File: config.mk
export PLATFORM = sky130hd
export DESIGN_NAME = ir_frame_pixel_demux_unit_flat
export DESIGN_NICKNAME = d
export VERILOG_FILES = /design/src/hw/rtl/ir_fdm_pkg.sv /design/src/hw/rtl/ir_fdm_ifs.sv /design/src/hw/rtl/ir_frame_pixel_demux_unit.sv /design/src/hw/rtl/ir_fdm_front.sv /design/src/hw/rtl/ir_fdm_queue.sv /design/src/hw/rtl/ir_fdm_back.sv /design/src/flat_wrapper.sv
export SDC_FILE = /design/constraint.sdc
export NUM_CORES = 1
export LEC_CHECK = 0
export BUFFER_PORTS_ARGS = -buffer_cell sky130_fd_sc_hd__clkbuf_2
export CORE_AREA = 2 2 169 187
export DETAILED_ROUTE_END_ITERATION = 10
export DIE_AREA = 0 0 171 189
export PLACE_DENSITY_LB_ADDON = 0.08
export SLEW_MARGIN = 20
export SYNTH_ARGS = -nofsm -noshare
export SYNTH_HDL_FRONTEND = slang
export SYNTH_HIERARCHICAL = 1
export SYNTH_SLANG_ARGS = --single-unit
File: constraint.sdc
create_clock -name clk -period 4.2 [get_ports clk]
set_clock_uncertainty 0.1 [all_clocks]
set_input_delay 0 -clock clk [delete_from_list [all_inputs] [get_ports clk]]
set_output_delay 0 -clock clk [all_outputs]
set_load 0.005 [all_outputs]
File: src/hw/rtl/ir_fdm_pkg.sv
// Package: constants, register codes and queue word type of the frame pixel demux.
package ir_fdm_pkg;

  // Default geometry
  localparam int CHANNELS_DEF      = 7;
  localparam int PIXELS_PER_SEG_DEF = 183;
  localparam int CHANNEL_STRIDE_DEF = 192;
  localparam int FIRST_SAMPLE_DEF  = 113;
  localparam int MAX_LINES_DEF     = 3400;
  localparam int SEGMENTS_DEF      = 36;

  // Field widths
  localparam int BYTE_W   = 8;
  localparam int CH_W     = 3;
  localparam int LINE_W   = 12;
  localparam int COL_W    = 12;
  localparam int PIXEL_W  = 16;
  localparam int SAMPLE_W = 10;
  localparam int POS_W    = 11;
  localparam int RAW_LINE_W = 13;
  localparam int SEG_W    = 6;
  localparam int OFF_W    = 8;
  localparam int LIMIT_W  = 17;
  localparam int GAIN_W   = 6;
  localparam int CFG_IDX_W = 1;
  localparam int CFG_DATA_W = LIMIT_W;

  // Frame layout
  localparam logic [POS_W-1:0] DATA_START      = 11'd5;
  localparam logic [POS_W-1:0] LINE_HI_POS     = 11'd8;
  localparam logic [POS_W-1:0] LINE_LO_POS     = 11'd9;
  localparam logic [POS_W-1:0] SEGMENT_POS     = 11'd10;
  localparam logic [POS_W-1:0] DECODED_SAMPLES = 11'd1548;
  localparam logic [POS_W-1:0] POS_MAX         = 11'd2047;
  localparam logic [LIMIT_W-1:0] COUNT_MAX     = 17'd131071;

  // Register reset values
  localparam logic [LIMIT_W-1:0] FRAME_LIMIT_RST = 17'd122400;
  localparam logic [GAIN_W-1:0]  PIXEL_GAIN_RST  = 6'd60;

  // Largest product of a 10-bit sample and a 6-bit gain
  localparam logic [PIXEL_W-1:0] PIXEL_MAX = 16'd64449;

  // Queue between front and back
  localparam int QUEUE_DEPTH = 4;

  typedef enum logic [CFG_IDX_W-1:0] {
    REG_FRAME_LIMIT = 1'b0,
    REG_PIXEL_GAIN  = 1'b1
  } cfg_reg_t;

  // Unpacking phase within a five-byte group
  typedef enum logic [2:0] {
    PH_LOAD  = 3'd0,
    PH_S0    = 3'd1,
    PH_S1    = 3'd2,
    PH_S2    = 3'd3,
    PH_S3    = 3'd4
  } phase_t;

  typedef struct packed {
    logic [CH_W-1:0]     channel;
    logic [LINE_W-1:0]   line;
    logic [SEG_W-2:0]    seg_half;
    logic [OFF_W-1:0]    offset;
    logic [SAMPLE_W-1:0] sample;
  } pix_word_t;

  typedef struct packed {
    logic full;
    logic empty;
  } queue_stat_t;

endpackage

File: src/hw/rtl/ir_fdm_ifs.sv
// Interfaces: frame byte channel and pixel result channel.
interface ir_fdm_byte_if import ir_fdm_pkg::*; ();
  logic              valid;
  logic              ready;
  logic [BYTE_W-1:0] frame_byte;
  logic              frame_start;

  modport source(output valid, frame_byte, frame_start, input ready);
  modport sink(input valid, frame_byte, frame_start, output ready);
endinterface

interface ir_fdm_pix_if import ir_fdm_pkg::*; ();
  logic               valid;
  logic               ready;
  logic [CH_W-1:0]    channel;
  logic [LINE_W-1:0]  line;
  logic [COL_W-1:0]   column;
  logic [PIXEL_W-1:0] pixel;

  modport source(output valid, channel, line, column, pixel, input ready);
  modport sink(input valid, channel, line, column, pixel, output ready);
endinterface

File: src/hw/rtl/ir_frame_pixel_demux_unit.sv
// Top level: infrared frame pixel demultiplexer with configuration registers.
// Takes one byte per cycle while ready (frame_start marks byte 0), reads the
// 13-bit line counter from bytes 8-9 and the 6-bit segment from byte 10, and
// unpacks four 10-bit samples per five bytes from byte 5 (samples 0..1547).
// Samples inside the channel windows (CHANNELS windows, PIXELS_PER_SEGMENT
// wide, CHANNEL_STRIDE apart, first at FIRST_SAMPLE) leave as one word with
// channel, line, column = (segment/2)*PIXELS_PER_SEGMENT + offset and
// pixel = sample * pixel_gain. Frames with an odd segment, a segment of
// SEGMENTS or more, or a line of MAX_LINES or more give no words; once more
// than frame_limit frames have been taken, new frames are dropped whole.
// Rate: one byte per clock while byte_in.ready is high. The front classifies a
// byte in the cycle it is taken; a four-word queue feeds the back, which does
// the gain multiply and column sum combinationally into the output register.
// A word is held in a queue entry and then in the output register.
// byte_in.ready only falls when the queue is full, i.e. when the sink has stalled.
// Configuration: write cfg_data to register cfg_index (0 frame_limit,
// 1 pixel_gain) with cfg_we, while no word is in flight.
module ir_frame_pixel_demux_unit import ir_fdm_pkg::*; #(
  parameter int CHANNELS           = CHANNELS_DEF,
  parameter int PIXELS_PER_SEGMENT = PIXELS_PER_SEG_DEF,
  parameter int CHANNEL_STRIDE     = CHANNEL_STRIDE_DEF,
  parameter int FIRST_SAMPLE       = FIRST_SAMPLE_DEF,
  parameter int MAX_LINES          = MAX_LINES_DEF,
  parameter int SEGMENTS           = SEGMENTS_DEF
) (
  input  logic                  clk,
  input  logic                  rst,
  input  logic                  cfg_we,
  input  logic [CFG_IDX_W-1:0]  cfg_index,
  input  logic [CFG_DATA_W-1:0] cfg_data,
  ir_fdm_byte_if.sink           byte_in,
  ir_fdm_pix_if.source          pix_out
);

  // configuration registers
  logic [LIMIT_W-1:0] frame_limit;
  logic [GAIN_W-1:0]  pixel_gain;

  // queue hookup
  logic        push;
  pix_word_t   push_word;
  logic        pop;
  pix_word_t   pop_word;
  queue_stat_t q_stat;

  always_ff @(posedge clk) begin
    if (rst) begin
      frame_limit <= FRAME_LIMIT_RST;
      pixel_gain  <= PIXEL_GAIN_RST;
    end else if (cfg_we) begin
      case (cfg_reg_t'(cfg_index))
        REG_FRAME_LIMIT: frame_limit <= cfg_data[LIMIT_W-1:0];
        REG_PIXEL_GAIN:  pixel_gain  <= cfg_data[GAIN_W-1:0];
        default: ;
      endcase
    end
  end

  // front: header tracking, unpacking and window selection
  ir_fdm_front #(
    .CHANNELS           (CHANNELS),
    .PIXELS_PER_SEGMENT (PIXELS_PER_SEGMENT),
    .CHANNEL_STRIDE     (CHANNEL_STRIDE),
    .FIRST_SAMPLE       (FIRST_SAMPLE),
    .MAX_LINES          (MAX_LINES),
    .SEGMENTS           (SEGMENTS)
  ) u_front (
    .clk         (clk),
    .rst         (rst),
    .frame_limit (frame_limit),
    .byte_in     (byte_in),
    .q_stat      (q_stat),
    .push        (push),
    .push_word   (push_word)
  );

  // decouples the byte side from output stalls
  ir_fdm_queue u_queue (
    .clk       (clk),
    .rst       (rst),
    .push      (push),
    .push_word (push_word),
    .pop       (pop),
    .pop_word  (pop_word),
    .q_stat    (q_stat)
  );

  // back: gain, column and output register
  ir_fdm_back #(
    .PIXELS_PER_SEGMENT (PIXELS_PER_SEGMENT)
  ) u_back (
    .clk        (clk),
    .rst        (rst),
    .pixel_gain (pixel_gain),
    .q_stat     (q_stat),
    .pop_word   (pop_word),
    .pop        (pop),
    .pix_out    (pix_out)
  );

endmodule

File: src/hw/rtl/ir_fdm_front.sv
// Front: accepts frame bytes, tracks frame header, unpacks samples, picks window samples.
module ir_fdm_front import ir_fdm_pkg::*; #(
  parameter int CHANNELS           = CHANNELS_DEF,
  parameter int PIXELS_PER_SEGMENT = PIXELS_PER_SEG_DEF,
  parameter int CHANNEL_STRIDE     = CHANNEL_STRIDE_DEF,
  parameter int FIRST_SAMPLE       = FIRST_SAMPLE_DEF,
  parameter int MAX_LINES          = MAX_LINES_DEF,
  parameter int SEGMENTS           = SEGMENTS_DEF
) (
  input  logic               clk,
  input  logic               rst,
  input  logic [LIMIT_W-1:0] frame_limit,
  ir_fdm_byte_if.sink        byte_in,
  input  queue_stat_t        q_stat,
  output logic               push,
  output pix_word_t          push_word
);

  logic [POS_W-1:0]      byte_position;
  logic [RAW_LINE_W-1:0] line_value;
  logic [SEG_W-1:0]      segment_value;
  logic [BYTE_W-1:0]     carry_bits;
  logic [POS_W-1:0]      sample_index;
  logic [LIMIT_W-1:0]    frame_count;
  logic                  frame_active;
  phase_t                phase;
  logic [CH_W-1:0]       win_ch;
  logic [OFF_W-1:0]      win_off;

  logic                  accept;
  logic                  start;
  logic                  ignore_start;
  logic                  proc;
  logic [POS_W-1:0]      cur;
  logic [BYTE_W-1:0]     b;
  logic [RAW_LINE_W-1:0] line_next;
  logic [SEG_W-1:0]      segment_next;
  logic                  decoding;
  logic                  have;
  logic [SAMPLE_W-1:0]   sample;
  logic [BYTE_W-1:0]     carry_next;
  phase_t                phase_next;
  logic                  frame_ok;
  logic                  past_first;
  logic                  in_win;

  assign byte_in.ready = !q_stat.full;
  assign accept        = byte_in.valid && byte_in.ready;
  assign start         = byte_in.frame_start;
  assign b             = byte_in.frame_byte;
  assign ignore_start  = frame_count > frame_limit;
  assign proc          = accept && (start ? !ignore_start : frame_active);
  assign cur           = start ? '0 : byte_position;

  // header fields, taking effect for a sample decoded from the same byte
  always_comb begin
    line_next    = line_value;
    segment_next = segment_value;
    if (start) begin
      line_next    = '0;
      segment_next = '0;
    end else if (cur == LINE_HI_POS) begin
      line_next = {b[4:0], line_value[7:0]};
    end else if (cur == LINE_LO_POS) begin
      line_next = {line_value[12:8], b};
    end else if (cur == SEGMENT_POS) begin
      segment_next = b[SEG_W-1:0];
    end
  end

  assign decoding = !start && (cur >= DATA_START) && (sample_index < DECODED_SAMPLES);

  // five bytes carry four 10-bit samples, msb first
  always_comb begin
    sample     = '0;
    carry_next = carry_bits;
    have       = 1'b0;
    phase_next = PH_LOAD;
    case (phase)
      PH_LOAD: begin
        carry_next = b;
        phase_next = PH_S0;
      end
      PH_S0: begin
        sample     = {carry_bits, b[7:6]};
        carry_next = {2'b00, b[5:0]};
        have       = 1'b1;
        phase_next = PH_S1;
      end
      PH_S1: begin
        sample     = {carry_bits[5:0], b[7:4]};
        carry_next = {4'b0000, b[3:0]};
        have       = 1'b1;
        phase_next = PH_S2;
      end
      PH_S2: begin
        sample     = {carry_bits[3:0], b[7:2]};
        carry_next = {6'b000000, b[1:0]};
        have       = 1'b1;
        phase_next = PH_S3;
      end
      PH_S3: begin
        sample     = {carry_bits[1:0], b};
        carry_next = '0;
        have       = 1'b1;
        phase_next = PH_LOAD;
      end
      default: begin
        phase_next = PH_LOAD;
      end
    endcase
  end

  assign frame_ok = !segment_next[0] && (segment_next < SEG_W'(SEGMENTS))
                    && (line_next < RAW_LINE_W'(MAX_LINES));
  assign past_first = sample_index >= POS_W'(FIRST_SAMPLE);
  assign in_win     = past_first && (win_ch < CH_W'(CHANNELS))
                      && (win_off < OFF_W'(PIXELS_PER_SEGMENT));

  assign push = proc && decoding && have && frame_ok && in_win;

  always_comb begin
    push_word          = '0;
    push_word.channel  = win_ch;
    push_word.line     = line_next[LINE_W-1:0];
    push_word.seg_half = segment_next[SEG_W-1:1];
    push_word.offset   = win_off;
    push_word.sample   = sample;
  end

  always_ff @(posedge clk) begin
    if (rst) begin
      byte_position <= '0;
      line_value    <= '0;
      segment_value <= '0;
      carry_bits    <= '0;
      sample_index  <= '0;
      frame_count   <= '0;
      frame_active  <= 1'b0;
      phase         <= PH_LOAD;
      win_ch        <= '0;
      win_off       <= '0;
    end else if (accept && start && ignore_start) begin
      frame_active <= 1'b0;
    end else if (proc) begin
      byte_position <= (cur < POS_MAX) ? cur + 1'b1 : POS_MAX;
      line_value    <= line_next;
      segment_value <= segment_next;
      if (start) begin
        frame_active <= 1'b1;
        if (frame_count < COUNT_MAX) begin
          frame_count <= frame_count + 1'b1;
        end
        carry_bits   <= '0;
        sample_index <= '0;
        phase        <= PH_LOAD;
        win_ch       <= '0;
        win_off      <= '0;
      end else if (decoding) begin
        carry_bits <= carry_next;
        phase      <= phase_next;
        if (have) begin
          sample_index <= sample_index + 1'b1;
          // window position follows the sample index from the first window on
          if (past_first) begin
            if (win_off == OFF_W'(CHANNEL_STRIDE - 1)) begin
              win_off <= '0;
              if (win_ch < CH_W'(CHANNELS)) begin
                win_ch <= win_ch + 1'b1;
              end
            end else begin
              win_off <= win_off + 1'b1;
            end
          end
        end
      end
    end
  end

endmodule

File: src/hw/rtl/ir_fdm_queue.sv
// Queue: short word queue between front and back.
module ir_fdm_queue import ir_fdm_pkg::*; (
  input  logic        clk,
  input  logic        rst,
  input  logic        push,
  input  pix_word_t   push_word,
  input  logic        pop,
  output pix_word_t   pop_word,
  output queue_stat_t q_stat
);

  localparam int PTR_W = $clog2(QUEUE_DEPTH);
  localparam int CNT_W = $clog2(QUEUE_DEPTH + 1);

  pix_word_t          entries [QUEUE_DEPTH];
  logic [PTR_W-1:0]   wr_ptr;
  logic [PTR_W-1:0]   rd_ptr;
  logic [CNT_W-1:0]   count;
  logic               do_push;
  logic               do_pop;

  assign q_stat.full  = count == CNT_W'(QUEUE_DEPTH);
  assign q_stat.empty = count == '0;
  assign do_push      = push && !q_stat.full;
  assign do_pop       = pop && !q_stat.empty;
  assign pop_word     = entries[rd_ptr];

  always_ff @(posedge clk) begin
    if (do_push) begin
      entries[wr_ptr] <= push_word;
    end
  end

  always_ff @(posedge clk) begin
    if (rst) begin
      wr_ptr <= '0;
      rd_ptr <= '0;
      count  <= '0;
    end else begin
      if (do_push) begin
        wr_ptr <= (wr_ptr == PTR_W'(QUEUE_DEPTH - 1)) ? '0 : wr_ptr + 1'b1;
      end
      if (do_pop) begin
        rd_ptr <= (rd_ptr == PTR_W'(QUEUE_DEPTH - 1)) ? '0 : rd_ptr + 1'b1;
      end
      if (do_push && !do_pop) begin
        count <= count + 1'b1;
      end else if (do_pop && !do_push) begin
        count <= count - 1'b1;
      end
    end
  end

endmodule

File: src/hw/rtl/ir_fdm_back.sv
// Back: scales samples, forms column, holds the result word for the sink.
module ir_fdm_back import ir_fdm_pkg::*; #(
  parameter int PIXELS_PER_SEGMENT = PIXELS_PER_SEG_DEF
) (
  input  logic              clk,
  input  logic              rst,
  input  logic [GAIN_W-1:0] pixel_gain,
  input  queue_stat_t       q_stat,
  input  pix_word_t         pop_word,
  output logic              pop,
  ir_fdm_pix_if.source      pix_out
);

  localparam int COL_FULL_W = 14;

  logic [COL_FULL_W-1:0] col_full;
  logic [PIXEL_W-1:0]    pixel_full;
  logic                  out_valid;

  assign pop = !q_stat.empty && (!out_valid || pix_out.ready);

  assign col_full = COL_FULL_W'(pop_word.seg_half) * COL_FULL_W'(PIXELS_PER_SEGMENT)
                    + COL_FULL_W'(pop_word.offset);
  assign pixel_full = PIXEL_W'(pop_word.sample) * PIXEL_W'(pixel_gain);

  assign pix_out.valid = out_valid;

  always_ff @(posedge clk) begin
    if (rst) begin
      out_valid <= 1'b0;
    end else if (pop) begin
      out_valid <= 1'b1;
    end else if (pix_out.ready) begin
      out_valid <= 1'b0;
    end
  end

  always_ff @(posedge clk) begin
    if (pop) begin
      pix_out.channel <= pop_word.channel;
      pix_out.line    <= pop_word.line;
      pix_out.column  <= col_full[COL_W-1:0];
      pix_out.pixel   <= pixel_full;
    end
  end

endmodule

File: src/flat_wrapper.sv
// flat-port wrapper written by rule: the top's interface ports become plain ports
module ir_frame_pixel_demux_unit_flat import ir_fdm_pkg::*;
#(
  parameter int CHANNELS           = CHANNELS_DEF,
  parameter int PIXELS_PER_SEGMENT = PIXELS_PER_SEG_DEF,
  parameter int CHANNEL_STRIDE     = CHANNEL_STRIDE_DEF,
  parameter int FIRST_SAMPLE       = FIRST_SAMPLE_DEF,
  parameter int MAX_LINES          = MAX_LINES_DEF,
  parameter int SEGMENTS           = SEGMENTS_DEF
)
  (clk, rst, cfg_we, cfg_index, cfg_data, byte_in_valid, byte_in_frame_byte, byte_in_frame_start, byte_in_ready, pix_out_valid, pix_out_channel, pix_out_line, pix_out_column, pix_out_pixel, pix_out_ready);
  ir_fdm_byte_if byte_in_i ();
  ir_fdm_pix_if pix_out_i ();
  input  logic clk;
  input  logic rst;
  input  logic cfg_we;
  input  logic [CFG_IDX_W-1:0] cfg_index;
  input  logic [CFG_DATA_W-1:0] cfg_data;
  input wire logic [$bits(byte_in_i.valid)-1:0] byte_in_valid;
  input wire logic [$bits(byte_in_i.frame_byte)-1:0] byte_in_frame_byte;
  input wire logic [$bits(byte_in_i.frame_start)-1:0] byte_in_frame_start;
  output wire logic [$bits(byte_in_i.ready)-1:0] byte_in_ready;
  output wire logic [$bits(pix_out_i.valid)-1:0] pix_out_valid;
  output wire logic [$bits(pix_out_i.channel)-1:0] pix_out_channel;
  output wire logic [$bits(pix_out_i.line)-1:0] pix_out_line;
  output wire logic [$bits(pix_out_i.column)-1:0] pix_out_column;
  output wire logic [$bits(pix_out_i.pixel)-1:0] pix_out_pixel;
  input wire logic [$bits(pix_out_i.ready)-1:0] pix_out_ready;
  assign byte_in_i.valid = byte_in_valid;
  assign byte_in_i.frame_byte = byte_in_frame_byte;
  assign byte_in_i.frame_start = byte_in_frame_start;
  assign byte_in_ready = byte_in_i.ready;
  assign pix_out_valid = pix_out_i.valid;
  assign pix_out_channel = pix_out_i.channel;
  assign pix_out_line = pix_out_i.line;
  assign pix_out_column = pix_out_i.column;
  assign pix_out_pixel = pix_out_i.pixel;
  assign pix_out_i.ready = pix_out_ready;
  ir_frame_pixel_demux_unit #(.CHANNELS(CHANNELS), .PIXELS_PER_SEGMENT(PIXELS_PER_SEGMENT), .CHANNEL_STRIDE(CHANNEL_STRIDE), .FIRST_SAMPLE(FIRST_SAMPLE), .MAX_LINES(MAX_LINES), .SEGMENTS(SEGMENTS)) u_core (.clk(clk), .rst(rst), .cfg_we(cfg_we), .cfg_index(cfg_index), .cfg_data(cfg_data), .byte_in(byte_in_i), .pix_out(pix_out_i));
endmodule
# --- Word level (Yosys, flattened, before mapping) ---
# Memories as Yosys holds them, arrays and structs flattened. A register that Yosys moved wholly into a read port is not among the register bits.
# Cells that the tools add are included.
op_classes:
  n_addsub: 10
  mul: 2
  magnitude_cmp: 10
  eq_ne: 11
  muxes: 42
  bitwise: 2
  n_reduce_logical: 50
ops:
  columns: ["op", "n"]
  rows:
  - ["8-bit 2-to-1 mux", 8]
  - ["11-bit 2-to-1 mux", 5]
  - ["10-bit case mux with 4 select lines", 1]
  - ["8-bit case mux with 5 select lines", 1]
  - ["11-bit by 4-bit equality test with 1-bit output (second input constant)", 3]
  - ["3-bit 2-to-1 mux", 10]
  - ["13-bit 2-to-1 mux", 2]
  - ["6-bit 2-to-1 mux", 4]
  - ["11-bit by 1-bit adder with 11-bit output (second input constant)", 2]
  - ["11-bit < comparator (second input constant)", 2]
  - ["1-bit logical AND", 19]
  - ["17-bit by 1-bit adder with 17-bit output (second input constant)", 1]
  - ["17-bit > comparator", 1]
  - ["17-bit < comparator (second input constant)", 1]
  - ["10-bit by 6-bit multiplier with 16-bit output", 1]
  - ["2-bit nonzero test", 7]
  - ["13-bit by 12-bit < comparator with 1-bit output (second input constant)", 1]
  - ["12-bit by 8-bit adder with 12-bit output", 1]
  - ["5-bit by 8-bit multiplier with 12-bit output (second input constant)", 1]
  - ["3-bit case mux with 4 select lines", 1]
  - ["4-bit AND reduction", 3]
  - ["11-bit by 3-bit >= comparator with 1-bit output (second input constant)", 1]
  - ["11-bit by 7-bit >= comparator with 1-bit output (second input constant)", 1]
  - ["8-bit by 1-bit adder with 8-bit output (second input constant)", 1]
  - ["other kinds (24)", 49]
word_totals:
  ff_bits: 155
  ram_bits: 152
  inputBits: 32
  out_inout_bits: 45
  word_cells: 148
  mem_count: 1
memory_table:
  columns: ["name", "depth", "word_bits", "rd", "rd_ports_with_merged_regs", "wr", "line_no", "text"]
  rows:
  - ["u_core.u_queue.entries", 4, 38, 1, 1, 1, "ir_fdm_queue.sv:15", "pix_word_t entries [QUEUE_DEPTH];"]

# --- Depth between registers and ports, before layout ---
logic_depth:
  depth_word: 16
  depth_mapped: 17
  depth_no_buf: 16

# --- Cells and area by module ---
# Netlist, hierarchy kept.
modules_own_cells:
  columns: ["mod", "instances", "cells_per_inst", "area_each_um2", "seq_area_each_um2"]
  rows:
  - ["ir_fdm_queue", 1, 248, 5973.2, 4744.6]
  - ["ir_fdm_front", 1, 686, 5479.0, 1621.6]
  - ["ir_fdm_back", 1, 400, 4346.7, 1311.3]
  - ["ir_frame_pixel_demux_unit", 1, 96, 972.2, 460.4]

# --- Worst setup path before layout ---
# No wires, ideal clock.
synth_timing:
  path_type: "reg-to-reg"
  start: "register (tool-made name)"
  end: "register u_core.u_back.pix_out.pixel[12] (data pin)"
  setup_ns: 0.140
  arrival_ns: 4.156
  t_required_ns: 3.960
  path_slack_ns: -0.196
  stages_incl_launch_ff: 15
  path_buffers: 2
  period_less_slack_ns: 4.396
  path_cell_list: "dfxtp_1 > buf_6 > buf_6 > mux4_2 > and2_1 > fa_1 > fa_1 > inv_1 > fa_1 > inv_1 > ha_1 > a21oi_2 > o21ai_1 > a2111oi_2 > nand4bb_1"
synth_lines:
  columns: ["element", "line_no", "text"]
  rows:
  - ["to (signal assigned)", "ir_fdm_back.sv:43", "pix_out.pixel <= pixel_full;"]
  - ["to (decl)", "ir_fdm_ifs.sv:20", "modport source(output valid, channel, line, column, pixel, input ready);"]

==> results.ini <==
[worst_hold_path]
hp-class=in2reg
min_from=byte_in_valid

[sta]
finalCritPeriodShare=1.01
finalMaxSlewViolations=0
setup_slack_ps=-26.2
tightest_slew_ps=842
setup_viol=2
finalHoldViolCount=0
max_slew_margin=0.435
rsz0062_at_grt=yes
fmax_mhz=237
finalCriticalPeriod_ps=4230

[synthesis]
yosys.area_share.simple=0.137
netlist-cell-type-count=90
synth_top_area_frac=0.349
ys_warn_count=6
synth-xor-area-share=0.0118
synthCells=1430
synthMostInstantiatedCell=edfxtp_1
synth_common_cells=edfxtp_1 (195), inv_1 (122), dfxtp_1 (114)
synth_edf_count=195
synth_top_family_by_area=simple AND/OR/NAND/NOR gates
synth_top_area_cell=edfxtp_1
yosys-mux-area-fraction=0.0860
synth-compound-area-share=0.106
ys_seq_elements=309
ys_top_cells_by_area=edfxtp_1 (35%), dfxtp_1 (14%), fa_1 (6.0%)
synth_ff_type=edfxtp_1
syn_nets=1589
asyncSetResetFlopFracSynth=0
syn_area_um2=16800
synth.avg_cell_area_um2=11.7
synth_adder_area_share=0.117
ys_seq_area_frac=0.485

[power]
max-vdd-ir-drop_uv=250
p_leak_nw=7.68
powerDensity_nw_per_um2=374

[run]
drv_cap=0

[clock_network]
cts_root_buf=clkbuf_16
cts_sinks=309
clkTransAtPathRegs_ps=60
cts_max_level=2
cts_buffers=34
clock_latency_ps=520
cts_tree=yes
clock_path_buffers=3

[critical_path]
max_stage_delay_ps=580
crit_type=reg2reg
worst-path-buf-inv=3
critical_path.top_delay_family=adder cells
start_kind=flip-flop
worstSetupEndpointType=flip-flop
cp.arrival_ps=4390
worstPathCellList=buf_12, mux4_2, and2_4, fa_1, fa_1, inv_1, fa_1, inv_2, ha_4, nand3_4, o2111ai_4, a311o_1, nand3_1
crit_slowest_cell=mux4_2
cp.required_ps=4360
crit_path_frequent_cell=fa_1
path_max_fanout=6

[placed_design]
pre_cts_slack_ps=-60.2
place_congestion=0.846
placed_cell_area_um2=18100
port_buffers=76
place_hpwl_um=24000
placed_cells=1923

[floorplanning]
die_area_um2=32300
rows=67
die_height_um=189
io_pins=77
start_util=0.553
die_x_um=171
fp.coreArea_um2=30300

[finish]
layout-drive-gt1-share=0.242
fin_nets=1762
postLayoutCellArea_um2=20000
instances_no_fill=2043
area_growth_pct=19.4
n_antenna_cell=0

[routing]
wl_um=35400
post_drt_wl_per_cell_um=17.3
dr_total_vias=11600
dr.pass1.iters=7
ant_nets=0
drc=0
vias_per_cell=5.70
drt_iter0_drc=773

[status]
status=complete, but fails checks
failed_checks=negative setup slack

[grt]
grt_max_degree=67
grt_use_total=0.224
antenna_found_initial=0
grt_pass1_vias=11500
overflow=0
grt_pass1_wl_um=58300

timing repair:
| item | 4_1_cts | 5_1_grt |
|---|---|---|
| hold buffers | 40 | 0 |
| cloned | 1 | 0 |
| endpoints found under the hold margin | 73 | 0 |
| setup buffers | 15 | 2 |
| resized for setup | 40 | 32 |
| endpoints found under the setup margin | 10 | 16 |
| pin swaps | 30 | 36 |
cells in the final DEF (no fill, tap or decap), drive strengths merged, types with 18 or more instances in the layout:
cell type	netlist	routed
ha	77	77
and2	50	50
o31ai	18	18
dfxtp	114	114
a21oi	73	73
mux2i	53	53
fa	50	50
inv	122	124
and3	19	19
buf	49	104
mux4	38	38
edfxtp	195	195
or4	19	19
dlygate4sd3	0	40
a311oi	24	24
nor2	84	84
clkbuf	33	122
nor3	20	20
nand3	35	35
nand2b	19	19
nand2	85	85
o21ai	39	39
worst reg2reg max path, cell delays in order (launching register included):
cell and delay [ps]:
dfxtp_4 390, buf_12 140, mux4_2 580, and2_4 200, fa_1 500, fa_1 560
inv_1 50, fa_1 490, inv_2 50, ha_4 310, nand3_4 90, o2111ai_4 240
a311o_1 200, nand3_1 80
routing by layer:
layer | global-route usage | up-vias | share of wire
met1 | 0.305 | 5740 | 0.45
met3 | 0.0305 | 49 | 0.042
met4 | 0.0619 | 0 | 0.023
li1 | - | 5610 | -
met2 | 0.377 | 247 | 0.48
met5 | 0 | - | 0
registers in the layout (all words and copies together) (netlist names), 6 cells and up, named ones only:
| name | count |
|---|---|
| u_core/u_queue/entries | 152 |
| u_core/frame_limit | 17 |
| u_core/u_front/frame_count | 17 |
| u_core/u_back/pix_out.pixel | 16 |
| u_core/u_front/line_value | 13 |
| u_core/u_back/pix_out.column | 12 |
| u_core/u_back/pix_out.line | 12 |
| u_core/u_front/byte_position | 11 |
| u_core/u_front/sample_index | 11 |
| u_core/u_front/carry_bits | 8 |
| u_core/u_front/win_off | 8 |
| u_core/pixel_gain | 6 |
| u_core/u_front/segment_value | 6 |
path summary, 6_finish.rpt:
| kind | end | slack [ps] | cells after the start |
|---|---|---|---|
| worst max-delay path | u_core/u_back/pix_out.pixel[15] | -30 | 13 |
| worst min-delay path | u_core/u_front/win_off[2] | 100 | 5 |
| worst max register to register | u_core/u_back/pix_out.pixel[15] | -30 | 13 |
| worst min register to register | u_core/frame_limit[6] | 370 | 2 |
metrics by stage:
stage / TNS (ps) / total power [mW] / utilization / hold slack, ps
final: -35.4 / 7.48 / 0.660 / 98.8
after global routing: -1240 / 7.79 / 0.660 / 116
after CTS: -91.2 / 7.50 / 0.656 / 81.4
after detailed placement: -257 / 4.40 / 0.596 / 164
after global placement: -2.17 / 4.37 / 0.596 / 155
after floorplan: -1.73 / 4.17 / - / -30.9
power breakdown:
| part | internal [mW] | switching [mW] | total (mW) | leakage (nW) |
|---|---|---|---|---|
| sequential | 3.25 | 0.0201 | 3.27 | 2.88 |
| combinational | 0.624 | 0.663 | 1.29 | 4.26 |
| clock | 1.75 | 1.18 | 2.93 | 0.538 |
| total | 5.62 | 1.86 | 7.48 | 7.68 |
kinds of logic after synthesis:
kind of cell,count (synthesis)
simple gates,413
flops,309
compound gates,258
buf+inv,206
fa+ha+maj,127
mux,96
xor+xnor,21
area by class of cell:
class                           instances  area, um^2
Multi-Input combinational cell        915        8110
Tap cell                              414         518
Timing Repair Buffer                  219        1680
Inverter                              124         470
Fill cell                            2353       10300
Clock buffer                           47         930
Clock inverter                         15         173
Sequential cell                       309        8140
Power figures use the tool's default switching activity.
